[src/rtl/core/pnc_pkg.sv]
package pnc_pkg;

  localparam int BUFFER_DEPTH = 4096;
  localparam int ADDR_W       = (BUFFER_DEPTH > 1) ? $clog2(BUFFER_DEPTH) : 1;
  localparam int CNT_W        = $clog2(BUFFER_DEPTH + 1);

  localparam int SAMPLE_W = 16;
  localparam int GAIN_W   = 16;
  localparam int PROD_W   = SAMPLE_W + GAIN_W;
  // product times four, the Q-format alignment of sample*gain/peak*0.5
  localparam int DIVD_W   = PROD_W + 2;

  // configuration register indexes
  localparam int CFG_IDX_W = 2;
  localparam logic [CFG_IDX_W-1:0] REG_VOLUME_GAIN = 2'd0;
  localparam logic [CFG_IDX_W-1:0] REG_UPPER_LIMIT = 2'd1;
  localparam logic [CFG_IDX_W-1:0] REG_LOWER_LIMIT = 2'd2;

  localparam logic [GAIN_W-1:0]          GAIN_RESET  = 16'd4096;
  localparam logic signed [SAMPLE_W-1:0] UPPER_RESET = 16'sd32767;
  localparam logic signed [SAMPLE_W-1:0] LOWER_RESET = -16'sd32768;

  // input actions
  localparam logic ACT_LOAD  = 1'b0;
  localparam logic ACT_DRAIN = 1'b1;

  typedef struct packed {
    logic                       action;
    logic signed [SAMPLE_W-1:0] sample;
    logic                       blank;
    logic                       final_load;
  } item_t;

  typedef struct packed {
    logic signed [SAMPLE_W-1:0] scaled_sample;
    logic                       last_out;
  } result_t;

  typedef struct packed {
    logic                       blank;
    logic signed [SAMPLE_W-1:0] sample;
  } entry_t;

endpackage

[src/rtl/core/pnc_mul.sv]
module pnc_mul import pnc_pkg::*; (
  input  logic                clk,
  input  logic                rst,
  input  logic                start,
  input  logic [SAMPLE_W-1:0] mcand,
  input  logic [GAIN_W-1:0]   mplier,
  output logic                done,
  output logic [PROD_W-1:0]   product
);

  localparam int CNT_BITS = $clog2(GAIN_W);

  logic                busy;
  logic [CNT_BITS-1:0] cnt;
  logic [SAMPLE_W-1:0] a;
  logic [SAMPLE_W-1:0] hi;
  logic [GAIN_W-1:0]   lo;
  logic [SAMPLE_W:0]   sum;

  // one multiplier bit per cycle, partial sum shifts right
  assign sum     = {1'b0, hi} + (lo[0] ? {1'b0, a} : '0);
  assign product = {hi, lo};

  always_ff @(posedge clk) begin
    if (rst) begin
      busy <= 1'b0;
      done <= 1'b0;
      cnt  <= '0;
    end else begin
      done <= 1'b0;
      if (start) begin
        busy <= 1'b1;
        cnt  <= CNT_BITS'(GAIN_W - 1);
      end else if (busy) begin
        cnt <= cnt - 1'b1;
        if (cnt == '0) begin
          busy <= 1'b0;
          done <= 1'b1;
        end
      end
    end
  end

  always_ff @(posedge clk) begin
    if (start) begin
      a  <= mcand;
      hi <= '0;
      lo <= mplier;
    end else if (busy) begin
      hi <= sum[SAMPLE_W:1];
      lo <= {sum[0], lo[GAIN_W-1:1]};
    end
  end

endmodule

[config.mk]
export PLATFORM = sky130hd
export DESIGN_NAME = pnc_mul
export DESIGN_NICKNAME = d
export VERILOG_FILES = /design/src/rtl/core/pnc_pkg.sv /design/src/rtl/core/pnc_mul.sv
export SDC_FILE = /design/constraint.sdc
export NUM_CORES = 1
export LEC_CHECK = 0
export BUFFER_PORTS_ARGS = -buffer_cell sky130_fd_sc_hd__buf_4
export CELL_PAD_IN_SITES_DETAIL_PLACEMENT = 1
export CELL_PAD_IN_SITES_GLOBAL_PLACEMENT = 2
export CORE_MARGIN = 2
export CORE_UTILIZATION = 35
export CTS_BUF_LIST = sky130_fd_sc_hd__clkbuf_4 sky130_fd_sc_hd__clkbuf_8
export DETAILED_ROUTE_END_ITERATION = 8
export HOLD_SLACK_MARGIN = 0.12
export PLACE_DENSITY_LB_ADDON = 0.1
export SETUP_SLACK_MARGIN = 0.1
export SYNTH_ARGS = -nofsm -noshare
export SYNTH_HDL_FRONTEND = slang
export SYNTH_SLANG_ARGS = --single-unit
export TNS_END_PERCENT = 30
[constraint.sdc]
create_clock -name clk -period 3.3 [get_ports clk]
set_input_delay 0.165 -clock clk [delete_from_list [all_inputs] [get_ports clk]]
set_output_delay 0.165 -clock clk [all_outputs]
set_load 0.05 [all_outputs]
==> After elaboration in Yosys (flattened, before gate mapping) <==
Index checks and enable logic that the tools add are counted.
{ "totals": {"ff_bits": 54} }
{ "classes": {"n_addsub": 2, "mux": 9, "bitwise_logic": 1, "reduce_logical": 3} }
{ "op_table": {"columns": ["op", "n"], "rows": [
  ["16-bit two-way mux", 3],
  ["16-bit by 16-bit adder with 17-bit output", 1],
  ["4-bit two-way mux", 2],
  ["4-bit logical NOT", 1],
  ["1-bit two-way mux", 4],
  ["4-bit by 1-bit subtractor with 4-bit output (second input constant)", 1],
  ["3-bit OR reduction", 1],
  ["2-bit nonzero test", 1],
  ["1-bit NOT", 1]
]} }

==> Longest topological paths before layout <==
Gate-level depths: netlist of run 1.
{ "logic_depth": {"ltp_word": 4, "depth_mapped": 10, "depth_no_buf": 9} }

==> Worst setup path before layout of run 1 <==
OpenSTA, ideal clock, no wires.
{ "synth_path": {"path_type": "register to register", "startpoint": "register lo[0]", "endpoint": "register hi[9]", "arrival_ns": 2.485, "required_ns": 3.172, "path_slack_ns": 0.687, "path_stages_with_launch": 11, "cell_sequence": "edfxtp_1 > clkbuf_1 > and2_1 > ha_1 > fa_1 > a21oi_2 > nor3_2 > nor3b_1 > o21ai_1 > xnor2_1 > o21ai_1"} }
{ "synth_between": {"elab_chain_len": 2} }
{ "synth_rtl": {"columns": ["element", "line_no", "text"], "rows": [
  ["start, declared", "pnc_mul.sv:17", "logic [GAIN_W-1:0] lo;"],
  ["start signal, assigned", "pnc_mul.sv:48", "lo <= mplier;"],
  ["start signal, assigned", "pnc_mul.sv:51", "lo <= {sum[0], lo[GAIN_W-1:1]};"],
  ["16-bit two-way mux", "pnc_mul.sv:21", "assign sum = {1'b0, hi} + (lo[0] ? {1'b0, a} : '0);"],
  ["16-bit by 16-bit adder with 17-bit output", "pnc_mul.sv:21", null],
  ["end signal, assigned", "pnc_mul.sv:50", "hi <= sum[SAMPLE_W:1];"],
  ["end, declared", "pnc_mul.sv:16", "logic [SAMPLE_W-1:0] hi;"]
]} }
Every way passes these cells.
A chain may end at the register's enable or synchronous reset.

==> Worst setup path in the final report of run 1 <==
Same ends and word-level chain as after synthesis.

==> out/results.txt, run 1 <==
Port Buffer Count - 67
first-pass GRT wire length - 11.7 mm
Post-synth ARST share - 0%
setup slack, reg-to-reg - 660 ps
CTS tree - yes
CTS clock-pin slew for the worst setup and hold paths - 100 ps
Crit path arrival time - 2830 ps
yosys warns - 0
total grt overflow - 0
met2 usage - 30.9%
initial antenna violation count - 0
final setup violation count - 0
Post-Route WL - 7.02 mm
H-tree depth - 2
Antenna Violating Nets Remaining - 0
core area - 0.00773 mm^2
hold_sp - mplier[12]
CTS sink cnt - 54
Max VDD drop - 0.203 mV
distinct cell type count after synthesis - 39
period utilization - 80.1%
synthesis-stage register bit count - 54
worst clock skew - 12.4 ps
top-count cell post-synth - edfxtp_1
vias in the first global route - 2384
Max Clk Rate - 378 MHz
layout cells sized above 1 - 28.7%
mean number of vias per cell - 4.91
M1 GR Usage - 21.3%
dominant cell type by area after synthesis - edfxtp_1
post-synth net total - 310
Initial Util - 36.0%
DP HPWL - 5.12 mm
met3 Use GR - 3.71%
Max Cap Violations - 0
Min-Delay Endpoint - lo[12]$_DFFE_PP_
final core occ - 47.8%
Worst Setup End Kind - register
DIE AREA - 0.00869 mm^2
Initial DRC Count - 60
Hold Path Stages - 2
vias - 2196
HP Class - input port to register
Post-synth EDFFs - 32
outcome - finished clean
Netlist Area Pre-Place - 0.00279 mm^2
# diodes - 0
Worst R2R Path Depth - 9
number of cell rows - 32
main flop type after synthesis - edfxtp_1
total CTS buffers - 5
fin nets - 397
Crit Reg-Reg Endpoint - hi[9]$_SDFFE_PP0P_
worst-margin pin slew - 656 ps
synth cell count leaders - edfxtp_1, nor2_1, dfxtp_1
Leakage - 1.54 nW
# IOs - 68
Period minus WS final - 2640 ps
post-synthesis sequential area ratio - 50.3%
Most Crowded Layer GR - met2
die width - 93.2 um
Final Max Slew Viols - 0
Setup crit start kind - register
Power Density - 485 mW/mm^2
clock root buffer master - clkbuf_8
Setup CP Type - register to register
Fin Setup TNS - 0 ps
total global-route track usage - 17.4%
Die Height - 93.2 um
Synth area leaders - edfxtp_1, dfxtp_1, ha_1
RSZ-0062 raised after global routing - false
Hold Vio Cnt, Final - 0
Worst-Skew Late Latency - 310 ps
Reg-to-Reg Start - lo[0]$_DFFE_PP_
Max-slew headroom - 56.1%
1st-pass router iterations - 4
Crit path required time - 3480 ps
maximum fanout along the worst path - 17
cell count after synthesis - 257
Bufs on Longest Clock Path - 2
# DRC - 0
Area growth, synth to finish - 32.7%
top cell type's share of synthesized area - 34.5%
Avg Cell Area, Syn - 10.8 um^2
routability cong. - 0.806
largest net degree at the start of global routing - 22
Routed wire per std cell - 15.7 um
[cell families (layout without fill, tap and decap cells)]
| group | Yosys count | after routing | share of synthesized area, % |
|---|---|---|---|
| simple gates | 83 | 83 | 14.6 |
| mux | 23 | 23 | 8.98 |
| xor+xnor | 14 | 14 | 4.40 |
| buf+inv | 15 | 103 | 2.07 |
| flops | 54 | 54 | 50.3 |
| fa+ha+maj | 18 | 18 | 8.36 |
| compound gates | 50 | 50 | 11.2 |
[cells in the final DEF, fill, tap and decap left out, types with 3 or more instances in the layout]
master         instances
o211ai_1               5
clkbuf_8               5
xnor2_1                9
a21oi_1               13
mux2i_1                7
o21ai_1                9
ha_1                  17
nor3_1                 3
nor2_1                28
dlygate4sd3_1         17
nand3_1                4
nor2b_1                4
inv_1                  8
o21ai_0                8
edfxtp_1              32
mux2_2                16
nand2_1               19
and2_1                16
dfxtp_1               22
xor2_1                 5
a21o_1                 3
buf_4                 70
[power by group]
| part | switching (mW) | total [mW] | internal [mW] | leakage [nW] |
|---|---|---|---|---|
| sequential | 0.0404 | 0.823 | 0.782 | 0.498 |
| combinational | 0.309 | 0.507 | 0.198 | 0.978 |
| clock | 0.220 | 0.464 | 0.244 | 0.0593 |
[sequential cells by signal (all words and copies together) (netlist names)]
register and count:
cnt 4, hi 16, a 16, done 1
lo 16, busy 1
[worst max-delay path, cell delays in order, from the launching register on]
cell      delay (ps)
edfxtp_1         630
and2_1           250
ha_1             220
fa_1             430
a21oi_2          220
nor3_2            70
nor3b_1          310
o21ai_1          140
xnor2_1          170
o21ai_1           70
[through the flow]
| stage | cell area [um^2] | instances | setup slack (ps) | total power [mW] | hold WS, ps |
|---|---|---|---|---|---|
| floorplan | 2790 | 257 | 687 | 1.17 | 237 |
| global placement | 3410 | 422 | 739 | 1.32 | 343 |
| detailed placement | 3410 | 422 | 634 | 1.33 | 345 |
| CTS | 3690 | 447 | 616 | 1.82 | 144 |
| global route | 3690 | 447 | 459 | 1.89 | 141 |
| finish | 3690 | 447 | 655 | 1.79 | 156 |
[how the worst max path moves through the flow]
| stage | start | slack (ps) | endpoint |
|---|---|---|---|
| 6_report | lo[0]$_DFFE_PP_ | 660 | hi[9]$_SDFFE_PP0P_ |
| 5_1_grt | lo[0]$_DFFE_PP_ | 460 | hi[9]$_SDFFE_PP0P_ |
| 4_1_cts | lo[0]$_DFFE_PP_ | 620 | hi[9]$_SDFFE_PP0P_ |
| 3_5_place_dp | lo[0]$_DFFE_PP_ | 630 | hi[9]$_SDFFE_PP0P_ |
| 3_3_place_gp | lo[0]$_DFFE_PP_ | 740 | hi[9]$_SDFFE_PP0P_ |
| 2_1_floorplan | lo[0]$_DFFE_PP_ | 690 | hi[9]$_SDFFE_PP0P_ |
[layer usage]
layer / vias up / routed length [um] / part of all wire, %
li1: 1096 / - / -
met1: 1054 / 3120 / 44
met2: 40 / 3550 / 51
met3: 6 / 258 / 3.7
met4: 0 / 95 / 1.4
met5: - / 0 / 0
[final cells by class]
class | count | area, um^2
clock buffer | 7 | 83.8
sequential | 54 | 1400
fill | 873 | 4030
multi-input combinational | 188 | 1330
tap | 102 | 128
clock inverter | 1 | 30.0
timing repair buffer | 87 | 696
inverter | 8 | 30.0
[what timing repair did]
item	CTS	global route
resized for setup	0	0
hold buffers	17	0
endpoints found under the hold margin	22	0
buffers inserted	0	0
Power figures use the tool's default switching activity.
==> inputs of run 2 (changes only) <==
CORE_UTILIZATION = 31   (was 35)
clock period = 2.2 ns   (was 3.3 ns; I/O delays follow)
==> out/results.txt, run 2 (synthesis gave the netlist of run 1 again) <==
crit path from - lo[0]$_DFFE_PP_ (unchanged)
Max Cap Violations - 0 (unchanged)
total grt overflow - 0 (unchanged)
Port Buffer Count - 67 (unchanged)
Period minus WS final - 2180 ps (was 2640 ps)
mean number of vias per cell - 4.78 (was 4.91)
maximum fanout along the worst path - 8 (was 17)
Worst Setup End Kind - register (unchanged)
area occupied by multi-input gates - 0.00152 mm^2 (was 0.00133 mm^2)
Max Clk Rate - 458 MHz (was 378 MHz)
Fin Setup TNS - 0 ps (unchanged)
Reg-to-Reg Start - lo[0]$_DFFE_PP_ (unchanged)
DP HPWL - 5.23 mm (was 5.12 mm)
power share of the combinational group - 33.9% (was 28.3%)
Routed wire per std cell - 15.5 um (was 15.7 um)
Crit path arrival time - 2350 ps (was 2830 ps)
Crit Reg-Reg Endpoint - hi[11]$_SDFFE_PP0P_ (was hi[9]$_SDFFE_PP0P_)
fin nets - 433 (was 397)
core area - 0.00872 mm^2 (was 0.00773 mm^2)
Final Max Slew Viols - 0 (unchanged)
Hold Path Stages - 2 (unchanged)
final setup violation count - 0 (unchanged)
# diodes - 0 (unchanged)
Setup CP Type - register to register (unchanged)
Initial Util - 31.9% (was 36.0%)
layout cells sized above 1 - 38.3% (was 28.7%)
DIE AREA - 0.00976 mm^2 (was 0.00869 mm^2)
routability cong. - 0.752 (was 0.806)
HP Class - input port to register (unchanged)
commonest non-fill, non-tap cell in the layout - buf_4 (unchanged)
Area growth, synth to finish - 50.3% (was 32.7%)
Antenna Violating Nets Remaining - 0 (unchanged)
vias in the first global route - 2573 (was 2384)
number of cell rows - 34 (was 32)
CTS sink cnt - 54 (unchanged)
Placed Instances - 443 (was 422)
period utilization - 99.2% (was 80.1%)
worst-margin pin slew - 485 ps (was 656 ps)
total global-route track usage - 16.0% (was 17.4%)
final core occ - 48.0% (was 47.8%)
vias - 2335 (was 2196)
final instance area - 0.00419 mm^2 (was 0.00369 mm^2)
first-pass GRT wire length - 12.5 mm (was 11.7 mm)
Final Instance Count excl. Fillers - 489 (was 447)
RSZ-0062 raised after global routing - true (was false)
Leakage - 1.71 nW (was 1.54 nW)
Crit path required time - 2370 ps (was 3480 ps)
worst setup margin - 18.2 ps (was 655 ps)
sequential share of power - 45.3% (was 45.9%)
Post-DP Area - 0.00354 mm^2 (was 0.00341 mm^2)
setup slack, reg-to-reg - 20 ps (was 660 ps)
clock root buffer master - clkbuf_8 (unchanged)
# IOs - 68 (unchanged)
Post-Route WL - 7.56 mm (was 7.02 mm)
outcome - finished clean (unchanged)
Max-slew headroom - 67.7% (was 56.1%)
Worst-Skew Late Latency - 310 ps (about the same)
Hold Vio Cnt, Final - 0 (unchanged)
commonest cells after routing, fill and taps aside - buf_4, dlygate4sd3_1, edfxtp_1 (was buf_4, edfxtp_1, nor2_1)
Initial DRC Count - 72 (was 60)
# DRC - 0 (unchanged)
hold_sp - start (was mplier[12])
Bufs on Longest Clock Path - 2 (unchanged)
initial antenna violation count - 0 (unchanged)
Min-Delay Endpoint - hi[3]$_SDFFE_PP0P_ (was lo[12]$_DFFE_PP_)
total CTS buffers - 5 (unchanged)
Setup crit start kind - register (unchanged)
leading registers by flop count - a: 16 flops, hi: 16 flops, lo: 16 flops (unchanged)
Clock power frac - 20.8% (was 25.9%)
die width - 98.8 um (was 93.2 um)
worst clock skew - 10.1 ps (was 12.4 ps)
Power Density - 652 mW/mm^2 (was 485 mW/mm^2)
Die Height - 98.8 um (was 93.2 um)
Max VDD drop - 0.260 mV (was 0.203 mV)
P_int - 1.81 mW (was 1.22 mW)
Worst R2R Path Depth - 9 (unchanged)
Filler cells - 947 (was 873)
CTS clock-pin slew for the worst setup and hold paths - 110 ps (was 100 ps)
worst slack at placement - -50.1 ps (was 634 ps)
Register Area - 0.00140 mm^2 (unchanged)
switch share - 33.8% (was 31.7%)
1st-pass router iterations - 4 (unchanged)
H-tree depth - 2 (unchanged)
CTS tree - yes (unchanged)
largest net degree at the start of global routing - 30 (was 22)
switching power - 923 uW (was 569 uW)
-- run 2: changes by cell type in the layout (fill, tap and decap cells not counted), moves of 2 or more --
cell	previous run	this run
and2_1	16	9
and2_4	0	7
o21ai_2	0	2
a21oi_1	13	9
ha_4	0	8
dlygate4sd3_1	17	33
o21ai_1	9	7
buf_6	0	3
buf_4	70	87
a21oi_2	2	5
clkbuf_4	2	0
ha_1	17	8
-- run 2: worst max path at each step --
stage,endpoint,depth (start not counted),slack [ps]
floorplan,hi[13]$_SDFFE_PP0P_,9,-210
global placement,hi[11]$_SDFFE_PP0P_,9,-60
detailed placement,hi[11]$_SDFFE_PP0P_,9,-50
CTS,hi[11]$_SDFFE_PP0P_,9,-9
global route,hi[11]$_SDFFE_PP0P_,9,-120
finish,hi[11]$_SDFFE_PP0P_,9,20
-- run 2: cell type report --
class / count / area share [%]
Multi-Input combinational cell: 188 / 36.3
Sequential cell: 54 / 33.5
Timing Repair Buffer: 123 / 24.3
Tap cell: 108 / 3.23
Clock buffer: 5 / 1.64
Inverter: 8 / 0.717
Clock inverter: 3 / 0.389
-- run 2: worst max-delay path: stages, from the launching register on --
cell and delay (ps):
edfxtp_1 440, buf_6 160, and2_4 140, ha_4 290, nand3_4 90, nor3_4 220, nor3_2 60, a311oi_2 310
mux2i_1 230, o22ai_1 80
-- run 2: per-layer routing --
metal	routed length, um	vias up	global-route usage, %
met5	0	-	0
met4	75	0	3.90
met1	3490	1122	20.9
met3	250	6	3.12
li1	-	1164	-
met2	3740	43	27.2
-- run 2: power groups by stage --
stage                     clock network, mW  registers, mW  logic [mW]
after floorplan                           0           1.44       0.314
after global placement                    0           1.25       0.791
after detailed placement                  0           1.25       0.799
after CTS                             0.597           1.23       0.915
after global routing                  0.631           1.25       0.996
final                                 0.568           1.24       0.925
-- run 2: stage by stage --
stage | power (mW) | hold WS [ps]
floorplan | 1.76 | 182
detailed placement | 2.05 | 289
global route | 2.88 | 154
CTS | 2.75 | 151
finish | 2.73 | 161
global placement | 2.04 | 288
-- run 2: repair_timing --
action / 4_1_cts / 5_1_grt
hold buffers: 33 / 0
pin swaps: 20 / 16
setup endpoints to repair: 10 / 12
setup buffers: 3 / 3
gates resized for setup: 22 / 11
hold endpoints to repair: 38 / 0
