$ cat src/rtl/core/pnc_pkg.sv
package pnc_pkg;

  localparam int BUFFER_DEPTH = 4096;
  localparam int ADDR_W       = (BUFFER_DEPTH > 1) ? $clog2(BUFFER_DEPTH) : 1;
  localparam int CNT_W        = $clog2(BUFFER_DEPTH + 1);

  localparam int SAMPLE_W = 16;
  localparam int GAIN_W   = 16;
  localparam int PROD_W   = SAMPLE_W + GAIN_W;
  // product times four, the Q-format alignment of sample*gain/peak*0.5
  localparam int DIVD_W   = PROD_W + 2;

  // configuration register indexes
  localparam int CFG_IDX_W = 2;
  localparam logic [CFG_IDX_W-1:0] REG_VOLUME_GAIN = 2'd0;
  localparam logic [CFG_IDX_W-1:0] REG_UPPER_LIMIT = 2'd1;
  localparam logic [CFG_IDX_W-1:0] REG_LOWER_LIMIT = 2'd2;

  localparam logic [GAIN_W-1:0]          GAIN_RESET  = 16'd4096;
  localparam logic signed [SAMPLE_W-1:0] UPPER_RESET = 16'sd32767;
  localparam logic signed [SAMPLE_W-1:0] LOWER_RESET = -16'sd32768;

  // input actions
  localparam logic ACT_LOAD  = 1'b0;
  localparam logic ACT_DRAIN = 1'b1;

  typedef struct packed {
    logic                       action;
    logic signed [SAMPLE_W-1:0] sample;
    logic                       blank;
    logic                       final_load;
  } item_t;

  typedef struct packed {
    logic signed [SAMPLE_W-1:0] scaled_sample;
    logic                       last_out;
  } result_t;

  typedef struct packed {
    logic                       blank;
    logic signed [SAMPLE_W-1:0] sample;
  } entry_t;

endpackage

$ cat src/rtl/core/pnc_div.sv
module pnc_div import pnc_pkg::*; (
  input  logic                clk,
  input  logic                rst,
  input  logic                start,
  input  logic [DIVD_W-1:0]   dividend,
  input  logic [SAMPLE_W-1:0] divisor,
  output logic                done,
  output logic [DIVD_W-1:0]   quotient
);

  localparam int CNT_BITS = $clog2(DIVD_W);

  logic                busy;
  logic [CNT_BITS-1:0] cnt;
  logic [SAMPLE_W-1:0] dsr;
  logic [SAMPLE_W-1:0] rem;
  logic [DIVD_W-1:0]   dq;     // dividend bits out on top, quotient bits in at bottom
  logic [SAMPLE_W:0]   trial;
  logic                fits;

  // restoring division, one quotient bit per cycle
  assign trial    = {rem, dq[DIVD_W-1]};
  assign fits     = trial >= {1'b0, dsr};
  assign quotient = dq;

  always_ff @(posedge clk) begin
    if (rst) begin
      busy <= 1'b0;
      done <= 1'b0;
      cnt  <= '0;
    end else begin
      done <= 1'b0;
      if (start) begin
        busy <= 1'b1;
        cnt  <= CNT_BITS'(DIVD_W - 1);
      end else if (busy) begin
        cnt <= cnt - 1'b1;
        if (cnt == '0) begin
          busy <= 1'b0;
          done <= 1'b1;
        end
      end
    end
  end

  always_ff @(posedge clk) begin
    if (start) begin
      dsr <= divisor;
      rem <= '0;
      dq  <= dividend;
    end else if (busy) begin
      // remainder stays below the divisor, so it fits SAMPLE_W bits
      rem <= fits ? SAMPLE_W'(trial - {1'b0, dsr}) : trial[SAMPLE_W-1:0];
      dq  <= {dq[DIVD_W-2:0], fits};
    end
  end

endmodule

$ cat config.mk
export PLATFORM = sky130hd
export DESIGN_NAME = pnc_div
export DESIGN_NICKNAME = d
export VERILOG_FILES = /design/src/rtl/core/pnc_pkg.sv /design/src/rtl/core/pnc_div.sv
export SDC_FILE = /design/constraint.sdc
export NUM_CORES = 1
export LEC_CHECK = 0
export ABC_AREA = 1
export BUFFER_PORTS_ARGS = -buffer_cell sky130_fd_sc_hd__buf_4
export CORE_MARGIN = 1
export CORE_UTILIZATION = 23
export DETAILED_ROUTE_END_ITERATION = 10
export PLACE_DENSITY = 0.41
export SYNTH_ARGS = -nofsm -noshare
export SYNTH_HDL_FRONTEND = slang
export SYNTH_SLANG_ARGS = --single-unit
$ cat constraint.sdc
create_clock -name clk -period 3.35 [get_ports clk]
set_input_delay 0.1675 -clock clk [delete_from_list [all_inputs] [get_ports clk]]
set_output_delay 0.1675 -clock clk [all_outputs]
set_load 0.05 [all_outputs]
[After elaboration in Yosys (flattened, before gate mapping)]
Cells that the tools add are included.
Word-level totals
  word-level logic and storage cells: 24
  input bits: 53
  output and inout port bits: 35
  bits in registers: 74
Operators by class
  $add $sub $neg: 2
  reduce and logical (&&, ||, !) cells: 4
  muxes and demuxes: 9
  $lt $le $gt $ge: 1
  bitwise gates (word level): 1
Operators with widths (number)
  34-bit two-way mux: 2
  17-bit by 16-bit greater-or-equal comparator with 1-bit output: 1
  16-bit two-way mux: 1
  16-bit subtractor: 1
  6-bit two-way mux: 2
  6-bit logical NOT: 1
  6-bit by 1-bit subtractor with 6-bit output, second input constant: 1
  1-bit two-way mux: 4
  3-bit OR reduction: 1
  2-bit nonzero test: 1
  2-bit OR reduction: 1
  1-bit NOT: 1

[Logic depth before layout (Yosys ltp)]
Gate-level depths: netlist of run 1.
  depth in word-level cells: 4
  depth in mapped cells: 15
  depth with buffers taken out: 14

[Worst setup path after synthesis of run 1]
Ideal clock, no wire load.
  path kind: register -> register
  from: register dq[33] (netlist: quotient[33])
  to: register rem[12]
  buffers on the path: 0
  data required time: 3.237 ns
  library setup time: 0.113 ns
  data arrival time: 2.001 ns
  stages on the path, launching flop included: 12
  clock period less this slack: 2.114 ns
  slack: 1.236 ns
  cell sequence: edfxtp_1 > inv_1 > ha_1 > fa_1 > o21bai_1 > nand2_1 > nand3_1 > nand2_1 > nand2_1 > nand2_1 > nand3_1 > nand2_1
On the way
  word-level cells in the longest chain between the ends: 2
  elaborated cells on any way between the ends: 3
  classes of those cells: add/sub (1); order compare (1); mux (1)
Ends and longest elaborated chain
  start, declared: line pnc_div.sv:17  | logic [DIVD_W-1:0] dq;
  start signal, assigned: line pnc_div.sv:50  | dq <= dividend;
  start signal, assigned: line pnc_div.sv:54  | dq <= {dq[DIVD_W-2:0], fits};
  16-bit subtractor / 17-bit by 16-bit greater-or-equal comparator with 1-bit output (equally long branches): line pnc_div.sv:53, pnc_div.sv:23
  16-bit two-way mux *: line pnc_div.sv:53  | rem <= fits ? SAMPLE_W'(trial - {1'b0, dsr}) : trial[SAMPLE_W-1:0];
  end signal, assigned: line pnc_div.sv:53
  end, declared: line pnc_div.sv:16  | logic [SAMPLE_W-1:0] rem;
Every way passes the cells marked *; elsewhere a longest branch is shown, timed or not.
A chain may end at the register's enable or synchronous reset.

[Worst setup path after layout of run 1]
  from: register dsr[14]
  to: register rem[9]
On the way
  word-level cells in the longest chain between the ends: 2
Ends and longest elaborated chain
  start, declared: line pnc_div.sv:15  | logic [SAMPLE_W-1:0] dsr;
  start signal, assigned: line pnc_div.sv:48  | dsr <= divisor;
  17-bit by 16-bit greater-or-equal comparator with 1-bit output: line pnc_div.sv:23  | assign fits = trial >= {1'b0, dsr};
  16-bit two-way mux: line pnc_div.sv:53
No other way between the ends.

==> results of run 1 <==
-- where the power goes --
part / internal, uW / switching (uW) / leakage [uW] / total [uW]
registers: 1060 / 39.2 / 0.000698 / 1100
logic: 174 / 338 / 0.00195 / 513
clock network: 610 / 381 / 0.000146 / 991
-- Yosys cell counts (2+ instances only) --
library cell / n
nand2_1: 243
inv_1: 65
edfxtp_1: 50
nand3_1: 27
dfxtp_1: 24
ha_1: 18
nand3b_1: 17
nor2_1: 17
a21oi_1: 11
clkbuf_1: 7
nor3_1: 6
xnor2_1: 6
inv_2: 5
nand4_1: 4
buf_2: 3
nand2_2: 3
nand2_4: 3
buf_6: 2
nand3_2: 2
nor2_2: 2
o21ai_0: 2
xor2_1: 2
-- registers in the layout (all words and copies together), names as in the netlist --
signal    cells
quotient     34
dsr          16
rem          16
cnt           6
busy          1
done          1
-- layout make-up --
class / count / area share (%)
sequential: 74 / 35.93
multi-input combinational: 373 / 33.54
timing repair buffer: 105 / 15.01
clock buffer: 13 / 5.307
tap: 225 / 5.103
inverter: 70 / 4.763
clock inverter: 3 / 0.3402
-- how the worst max path moves through the flow --
| stage | startpoint | to | cells after the start |
|---|---|---|---|
| 6_report | dsr[14] | rem[9] | 10 |
| 5_1_grt | dsr[14] | rem[12] | 10 |
| 4_1_cts | dsr[14] | rem[9] | 10 |
| 3_5_place_dp | dsr[14] | rem[9] | 10 |
| 3_3_place_gp | dsr[14] | rem[11] | 10 |
| 2_1_floorplan | quotient[33] | rem[12] | 11 |
-- routing by layer --
| layer | global-route usage, % | wire, um | vias to the layer above |
|---|---|---|---|
| met2 | 20.16 | 5031 | 92 |
| met1 | 15.86 | 5114 | 1661 |
| met5 | 0 | 0 | - |
| li1 | - | - | 1880 |
| met4 | 4.691 | 136 | 0 |
| met3 | 5.444 | 869 | 8 |
-- kinds of logic (layout without fill, tap and decap cells) --
| family | after synthesis | after routing | share of synthesized area [%] |
|---|---|---|---|
| simple gates | 327 | 327 | 33.99 |
| buf+inv | 84 | 191 | 8.101 |
| flops | 74 | 74 | 47.52 |
| fa+ha+maj | 19 | 19 | 5.881 |
| compound gates | 19 | 19 | 2.821 |
| xor+xnor | 8 | 8 | 1.680 |
-- per-stage QoR --
stage | util, % | setup WS (ps) | instances
final | 31.56 | 1207 | 863
after global routing | 31.56 | 985.9 | 863
after CTS | 31.56 | 1167 | 863
after detailed placement | 28.87 | 1191 | 831
after global placement | 28.87 | 1209 | 831
after floorplan | - | 1236 | 531
==> implementation parameters, run 1 <==
Parameter                              Value

Die
  Initial Utilization    23.86%
  Number of cell rows    48
  Die height    136.7 um
  Core outline area    0.01748 mm2
  Area of the die    0.01867 mm2
  Die Wd    136.7 um
  Number of primary I/O pins    88

Worst setup path
  Beginning of the worst register-to-register path    dsr[14]
  Reg-to-Reg End    rem[9]
  Worst path buffer plus inverter count    1
  Critical path's largest stage delay    370 ps
  Worst Setup Path Type    flip-flop to flip-flop
  Largest fanout on the critical path    18
  Required time at the endpoint of the critical path    3630 ps
  Slowest cell on the critical path    ha_1
  Worst-case reg-to-reg path depth    10
  CP Capture Type    flip-flop
  Family with the most delay on the worst path    simple AND/OR/NAND/NOR gates
  R2r setup slk    1210 ps
  Cell Chain, Critical Path    inv_1 -> ha_1 -> a21oi_1 -> o21a_1 -> nand2_4 -> nor2_8 -> nand2_4 -> nand2_1 -> nand3_1 -> nand2_1
  Worst Setup Start Kind    flip-flop
  Crit path arrival time    2420 ps

Timing
  Share of the clock period used by the worst path    63.96%
  Max Clk Rate    466.7 MHz
  Slew at the pin with the worst max-slew slack    1205 ps
  Clock period minus final worst setup slack    2143 ps
  RSZ-0062 raised after global routing    no
  Final setup skew    10.71 ps
  TNS Setup    0 ps
  Final number of max-transition violations    0
  Worst slew margin relative to its limit    19.40%
  Hold Fails Final Rpt    0
  Count of endpoints failing setup in the final report    0
  Final worst hold slack    24.23 ps

Detailed routing
  First-pass detailed-route iteration total    4
  DRC    0
  Routed WL    11.15 mm
  Wirelength per Cell    12.92 um
  Via total after detailed routing    3641
  Average vias per placed instance    4.219
  Starting DRC count in detailed routing    182
  Antenna Violating Nets Remaining    0

Pwr
  Total power after layout    2603 uW
  Pwr dens    471.9 mW/mm2
  Leak pwr    0.002796 uW
  Maximum vdd ir drop    225.1 uV

Global routing
  Global router's overall resource usage    12.94%
  Total congestion overflow after global routing    0
  Number of antenna violations at the first check in global routing    0
  Maximum number of pins on one net before global-route repair    55
  Vias in the first global route    3742
  Global-route wire length before repair    18.34 mm

Clock tree
  TritonCTS clock tree    built
  Register clock-pin slew on the reported worst setup and hold paths    60 ps
  Post-cts resize count    0
  Latest clock arrival within the worst-skew pair    340 ps
  Number of buffers created by CTS    9
  Clock root cell    clkbuf_16
  Sink Count    74
  Number of buffers inserted by hold repair at cts    16
  Setup bufs post-CTS    0
  H-Tree Level Count    3
  Clock Path Buffers    2

Logic synthesis
  EDFF count, synth    50
  Area leader, netlist    edfxtp_1
  Largest cells by area after synthesis    edfxtp_1, nand2_1, dfxtp_1, inv_1, ha_1
  Number of flip-flops and latches in the synthesized netlist    74
  Post-synthesis net count    603
  Yosys warning total    0
  Gate count after technology mapping    531
  Mean instance size in the synthesized netlist    7.854 um2
  Ys async rst share    0%
  Most frequently used flop master after synthesis    edfxtp_1
  Library cells used by synthesis    34
  Portion of synthesized cell area occupied by the leading cell type    36.00%
  Fraction of the yosys area taken by sequential cells    47.52%
  Cell area after synthesis    0.004170 mm2

Min path
  Hold path startpoint    divisor[6]
  WHS Endpoint    dsr[6]
  Hold Crit Depth    1
  Worst hold path type    primary input to flip-flop

Final layout
  Final instance area    0.005517 mm2
  Area Overhead vs Synth    32.28%
  Number of fill cells    1911
  Proportion of layout cells with a drive suffix above 1    18.97%
  Area used by multi-input combinational logic    0.001851 mm2
  Flip-flop and latch area    0.001982 mm2
  Commonest cells after routing, fill and taps aside    nand2_1, buf_4, inv_1
  Layout net count    705
  Final antenna diode count    0
  Most common cell after layout, fill and taps aside    nand2_1

Place
  HPWL Detailed    8.088 mm
  Post-placement cell area    0.005045 mm2
  Port Buffer Count    87
  RD Place Congestion    0.7926

Flow run
  Number of max-capacitance violations reported    0

Status
  Run status    completed
Power figures use the tool's default switching activity.
==> run 2, diff against run 1 <==
==> constraint.sdc (replaced) <==
create_clock -name clk -period 2.1 [get_ports clk]
set_input_delay 0.105 -clock clk [delete_from_list [all_inputs] [get_ports clk]]
set_output_delay 0.105 -clock clk [all_outputs]
set_load 0.05 [all_outputs]
==> run 2 against run 1 <==
- global-route usage grew 0.45 points
- critical path depth unchanged
- final cell count up 1.3%
- design area up 1.8%
- sequential power grew 59%
- via count increased by 0.58%
- register-to-register slack got worse by 1000 ps
- total power rose by 60%
- sequential cell count stayed put
- routed wire length rose by 3.5%
==> implementation parameters, run 2 (synthesized netlist as in run 1, its figures left out) <==
Parameter                              Value

Status
  Run status    completed

Final layout
  Proportion of layout cells with a drive suffix above 1    20.80% (+1.8 points)
  Commonest cells after routing, fill and taps aside    nand2_1, buf_4, inv_1
  Area Overhead vs Synth    34.65%
  Number of fill cells    1838 (-3.8%)
  Most common cell after layout, fill and taps aside    nand2_1
  Share of the core filled with cells in the final layout    32.13% (+0.57 points)
  Number of flip-flops under the largest register name    34 (unchanged)
  Final antenna diode count    0 (unchanged)
  Layout net count    716 (+1.6%)

Timing
  Final number of max-transition violations    0 (unchanged)
  Max Clk Rate    517.5 MHz (+11%)
  Count of endpoints failing setup in the final report    0 (unchanged)
  Worst slew margin relative to its limit    55.38% (+36 points)
  Hold Fails Final Rpt    0 (unchanged)
  Clock period minus final worst setup slack    1932 ps (-210.6 ps)
  Share of the clock period used by the worst path    92.01% (+28 points)
  Slew at the pin with the worst max-slew slack    669.2 ps (-535.3 ps)
  Final setup skew    5.995 ps (-4.719 ps)
  TNS Setup    0 ps (unchanged)
  RSZ-0062 raised after global routing    no

Worst setup path
  Largest fanout on the critical path    16 (-2)
  Crit path arrival time    2210 ps (-210 ps)
  CP Capture Type    flip-flop
  Family with the most delay on the worst path    simple AND/OR/NAND/NOR gates
  Worst path buffer plus inverter count    1 (unchanged)
  Required time at the endpoint of the critical path    2380 ps (-1250 ps)
  Cell Chain, Critical Path    inv_1 -> ha_1 -> a21oi_1 -> o21a_1 -> nand2_4 -> nor2_8 -> nand2_4 -> nand2_1 -> nand3_1 -> nand2_1
  Slowest cell on the critical path    edfxtp_1
  Worst-case reg-to-reg path depth    10 (unchanged)
  Worst Setup Path Type    flip-flop to flip-flop
  Worst Setup Start Kind    flip-flop
  Critical path's largest stage delay    320 ps (-50 ps)
  Logic depth of the worst path, buffers included    10 (unchanged)

Min path
  Hold Crit Depth    3 (+2)
  Worst hold path type    primary input to flip-flop

Global routing
  Global-route wire length before repair    19.04 mm (+3.8%)
  Maximum number of pins on one net before global-route repair    44 (-20%)
  Total congestion overflow after global routing    0 (unchanged)
  Number of antenna violations at the first check in global routing    0 (unchanged)
  Vias in the first global route    3804 (+1.7%)
  Global router's overall resource usage    13.39% (+0.45 points)

Die
  Die Wd    136.7 um (unchanged)
  Die height    136.7 um (unchanged)
  Number of cell rows    48 (unchanged)
  Core outline area    0.01748 mm2 (unchanged)
  Area of the die    0.01867 mm2 (unchanged)
  Number of primary I/O pins    88 (unchanged)
  Initial Utilization    23.86% (unchanged)

Clock tree
  Register clock-pin slew on the reported worst setup and hold paths    60 ps (about the same)
  H-Tree Level Count    3 (unchanged)
  Latest clock arrival within the worst-skew pair    340 ps (about the same)
  Clock root cell    clkbuf_16
  Number of buffers created by CTS    9 (unchanged)
  Clock Path Buffers    2 (unchanged)
  Sink Count    74 (unchanged)
  TritonCTS clock tree    built

Detailed routing
  DRC    0 (unchanged)
  First-pass detailed-route iteration total    5 (+1)
  Routed WL    11.54 mm (+3.5%)
  Wirelength per Cell    13.20 um (+2.2%)
  Starting DRC count in detailed routing    172 (-5.5%)
  Antenna Violating Nets Remaining    0 (unchanged)
  Average vias per placed instance    4.190 (-0.69%)
  Via total after detailed routing    3662 (+0.58%)

Place
  Port Buffer Count    87 (unchanged)
  RD Place Congestion    0.8082 (+2.0%)
  HPWL Detailed    8.593 mm (+6.2%)

Pwr
  Maximum vdd ir drop    356.2 uV (+58%)
  Leak pwr    0.002856 uW (+2.1%)
  Pwr dens    742.5 mW/mm2 (+57%)

Flow run
  Number of max-capacitance violations reported    0 (unchanged)
-- run 2: final cells by class --
class / count / area [um2] / share of cell area (%)
Sequential cell: 74 / 1982 / 35.29
Inverter: 70 / 262.8 / 4.679
Multi-Input combinational cell: 373 / 1864 / 33.20
Timing Repair Buffer: 116 / 925.9 / 16.49
Tap cell: 225 / 281.5 / 5.013
Clock buffer: 14 / 264.0 / 4.701
Clock inverter: 2 / 35.03 / 0.6239
-- run 2: metrics by stage --
step	instances	hold WS, ps	area, um2	worst slack, ps	total power (uW)
after detailed placement	840	284.3	5125	66.64	2603
after global routing	874	32.81	5615	7.879	4373
after global placement	840	284.3	5125	80.72	2606
final	874	32.80	5615	167.8	4170
after floorplan	531	183.5	4170	0.2656	2289
after CTS	873	18.33	5594	40.80	4236
-- run 2: tightest hold or removal path: stages --
cell and delay (ps):
buf_4 70, nand2_1 40, nand2_1 50
-- run 2: path summary, 6_finish.rpt --
| check | startpoint | to | slack (ps) |
|---|---|---|---|
| max | dsr[14] | rem[12] | 170 |
| min | dividend[5] | quotient[5] | 30 |
| max reg2reg | dsr[14] | rem[12] | 170 |
| min reg2reg | rem[7] | rem[7] | 470 |
-- run 2: per-layer routing --
layer	GRT usage, %	up-vias	routed length (um)
met1	16.02	1659	5235
met3	5.667	7	939
met5	0	-	0
met4	4.383	0	127
met2	21.52	92	5236
li1	-	1904	-
-- run 2: repair_timing --
action,CTS,global route
hold endpoints to repair,17,0
resized for setup,0,5
buffers inserted,0,1
hold buffers,17,0
endpoints found under the setup margin,0,8
-- run 2: power by group --
group	switching, uW	internal, uW
clock	593	985
sequential	62.0	1690
combinational	548	291
total	1200	2970
==> run 3, diff against run 2 <==
--- a/config.mk
+++ b/config.mk
@@ -5,12 +5,11 @@
 export SDC_FILE = /design/constraint.sdc
 export NUM_CORES = 1
 export LEC_CHECK = 0
-export ABC_AREA = 1
 export BUFFER_PORTS_ARGS = -buffer_cell sky130_fd_sc_hd__buf_4
 export CORE_MARGIN = 1
 export CORE_UTILIZATION = 23
 export DETAILED_ROUTE_END_ITERATION = 10
-export PLACE_DENSITY = 0.41
+export PLACE_DENSITY = 0.42
 export SYNTH_ARGS = -nofsm -noshare
 export SYNTH_HDL_FRONTEND = slang
 export SYNTH_SLANG_ARGS = --single-unit
==> run 3 against run 2 <==
- the flow now finishes with violations (negative setup slack)
- synthesized area decreased by 8.6%
- hold slack improved by 31 ps
- total power increased by 12%
- die area decreased by 8.4%
- sequential cell count unchanged
- setup slack got worse by 330 ps
- fmax decreased by 15%
- synthesized cell count decreased by 38%
- critical path depth unchanged
- largest power group unchanged
==> implementation parameters, run 3 <==
Parameter                              Value

Status
  Run status    finished with violations
  Violated checks    negative setup slack

Timing
  RSZ-0062 raised after global routing    yes
  Final setup skew    6.623 ps (+0.6277 ps)
  Worst slew margin relative to its limit    69.15% (+14 points)
  Least setup slack across all paths after layout    -162.0 ps (-329.8 ps)
  Hold Fails Final Rpt    0 (unchanged)
  TNS Setup    -1913 ps (-1913 ps)
  Clock period minus final worst setup slack    2262 ps (+329.8 ps)
  Share of the clock period used by the worst path    107.7% (+16 points)
  Count of endpoints failing setup in the final report    17 (+17)
  Final worst hold slack    63.43 ps (+30.63 ps)
  Final number of max-transition violations    0 (unchanged)
  Max Clk Rate    442.1 MHz (-15%)
  Slew at the pin with the worst max-slew slack    458.5 ps (-210.7 ps)

Worst setup path
  Slowest cell on the critical path    edfxtp_1
  Crit path arrival time    2470 ps (+260 ps)
  Required time at the endpoint of the critical path    2310 ps (-70 ps)
  Worst path buffer plus inverter count    2 (+1)
  Cell Chain, Critical Path    inv_2 -> ha_4 -> a21oi_4 -> o221ai_2 -> or3_1 -> o21ai_2 -> a22o_4 -> buf_12 -> mux2i_2 -> a211oi_1
  Largest fanout on the critical path    7 (-9)
  Worst Setup Start Kind    flip-flop
  CP Capture Type    flip-flop
  Family with the most delay on the worst path    compound AO/OA/AOI/OAI gates
  Worst Setup Path Type    flip-flop to flip-flop
  R2r setup slk    -160 ps (-330 ps)
  Critical path's largest stage delay    380 ps (+60 ps)

Clock tree
  Clock Path Buffers    2 (unchanged)
  Sink Count    74 (unchanged)
  Number of buffers created by CTS    9 (unchanged)
  Clock root cell    clkbuf_16
  H-Tree Level Count    3 (unchanged)
  Register clock-pin slew on the reported worst setup and hold paths    60 ps (about the same)
  TritonCTS clock tree    built
  Latest clock arrival within the worst-skew pair    340 ps (about the same)

Die
  Die height    130.8 um (-4.3%)
  Initial Utilization    23.75% (-0.11 points)
  Area of the die    0.01710 mm2 (-8.4%)
  Core outline area    0.01606 mm2 (-8.1%)
  Die Wd    130.8 um (-4.3%)
  Number of primary I/O pins    88 (unchanged)
  Number of cell rows    46 (-4.2%)

Logic synthesis
  Gate count after technology mapping    331 (-38%)
  Largest cells by area after synthesis    edfxtp_1, dfxtp_1, mux2_2, ha_1, nor2_1
  Mean instance size in the synthesized netlist    11.52 um2 (+47%)
  EDFF count, synth    50 (unchanged)
  Dominant cell by count in the synthesized netlist    edfxtp_1
  Most used standard cells in the synthesized netlist    edfxtp_1, nor2_1, mux2_2, dfxtp_1, inv_1
  Portion of synthesized cell area occupied by the leading cell type    39.37% (+3.4 points)
  Number of flip-flops and latches in the synthesized netlist    74 (unchanged)
  Most frequently used flop master after synthesis    edfxtp_1
  Library cells used by synthesis    49 (+44%)
  Cell area after synthesis    0.003814 mm2 (-8.6%)
  Ys async rst share    0% (unchanged)
  Area leader, netlist    edfxtp_1
  Yosys warning total    0 (unchanged)
  Fraction of the yosys area taken by sequential cells    51.97% (+4.4 points)
  Post-synthesis net count    403 (-33%)

Pwr
  Sequential share of power    38.3% (-3.7 points)
  Net Sw Frac    29.15% (+0.29 points)
  Maximum vdd ir drop    461.4 uV (+30%)
  Pwr dens    813.4 mW/mm2 (+9.5%)
  Net Sw Power    1358 uW (+13%)
  Leak pwr    0.002398 uW (-16%)
  Internal Pwr Total    3301 uW (+11%)
  Comb pwr share    26.0% (+5.9 points)
  Clock power share    35.7% (-2.1 points)

Global routing
  Number of antenna violations at the first check in global routing    0 (unchanged)
  Total congestion overflow after global routing    0 (unchanged)
  Global router's overall resource usage    11.86% (-1.5 points)
  Vias in the first global route    3155 (-17%)
  Global-route wire length before repair    15.46 mm (-19%)
  Maximum number of pins on one net before global-route repair    35 (-20%)

Detailed routing
  Average vias per placed instance    4.231 (+0.97%)
  Starting DRC count in detailed routing    121 (-30%)
  Via total after detailed routing    2953 (-19%)
  Antenna Violating Nets Remaining    0 (unchanged)
  Wirelength per Cell    13.13 um (-0.51%)
  DRC    0 (unchanged)
  Routed WL    9.168 mm (-21%)
  First-pass detailed-route iteration total    4 (-1)

Final layout
  Commonest cells after routing, fill and taps aside    buf_4, edfxtp_1, nor2_1
  Area Overhead vs Synth    50.20%
  Layout net count    549 (-23%)
  Area used by multi-input combinational logic    0.001892 mm2 (+1.5%)
  Number of flip-flops under the largest register name    34 (unchanged)
  Flip-flop and latch area    0.001982 mm2 (unchanged)
  Proportion of layout cells with a drive suffix above 1    45.44% (+25 points)
  Share of the core filled with cells in the final layout    35.67% (+3.5 points)
  Most common cell after layout, fill and taps aside    buf_4
  Number of fill cells    1591 (-13%)
  Final antenna diode count    0 (unchanged)

Place
  Port Buffer Count    87 (unchanged)
  Post-Place Setup Slack    -233.1 ps (-299.7 ps)
  RD Place Congestion    0.7301 (-9.7%)
  HPWL Detailed    6.555 mm (-24%)

Min path
  Worst hold path type    primary input to flip-flop

Flow run
  Number of max-capacitance violations reported    0 (unchanged)
## run 3: worst reg2reg max path: stages, from the launching register on
cell and delay, ps:
edfxtp_1 380, inv_2 80, ha_4 210, a21oi_4 170, o221ai_2 140, or3_1 330, o21ai_2 180, a22o_4 210
buf_12 140, mux2i_2 210, a211oi_1 90
## run 3: kinds of logic after synthesis
logic type | synth area share, %
AOI/OAI and AO/OA | 10.89
xor gates and xnor gates | 3.445
adders and majority gates | 6.431
buffers and inverters | 3.970
DFF | 51.97
muxes | 12.40
and+or+nand+nor | 10.89
## run 3: power groups by stage
stage               Clock [uW]  Combinational, uW  Sequential (uW)
floorplan                    0                504             2050
global placement             0               1140             1810
detailed placement           0               1140             1810
CTS                       1730               1210             1790
global route              1780               1320             1800
finish                    1660               1210             1780
## run 3: area by class of cell
type / instances / area share, %
clock buffer: 9 / 3.932
clock inverter: 7 / 1.638
inverter: 23 / 1.507
multi-input combinational: 222 / 33.03
sequential: 74 / 34.60
tap: 216 / 4.718
timing repair buffer: 147 / 20.58
## run 3: per-layer routing
metal | global-route usage, % | part of all wire [%]
met4 | 4.057 | 1.3
met3 | 5.741 | 8.3
met5 | 0 | 0
met1 | 14.76 | 46
met2 | 17.83 | 44
## run 3: final timing paths
check / from / end / depth (start not counted)
setup / recovery: dsr[6] / rem[5] / 10
hold / removal: dividend[0] / quotient[0] / 3
setup reg to reg: dsr[6] / rem[5] / 10
hold reg to reg: rem[13] / rem[13] / 2
## run 3: per-stage QoR
stage               cell area [um2]  std cells  total power, uW
finish                         5728        698             4659
CTS                            5677        697             4731
global route                   5728        698             4906
detailed placement             5076        660             2947
floorplan                      3911        331             2550
global placement               5076        660             2951
## run 3: what timing repair did
action	CTS	global route
pin swaps	22	11
setup endpoints to repair	17	17
hold buffers	17	0
setup buffers	5	1
gates resized for setup	15	11
endpoints found under the hold margin	23	0
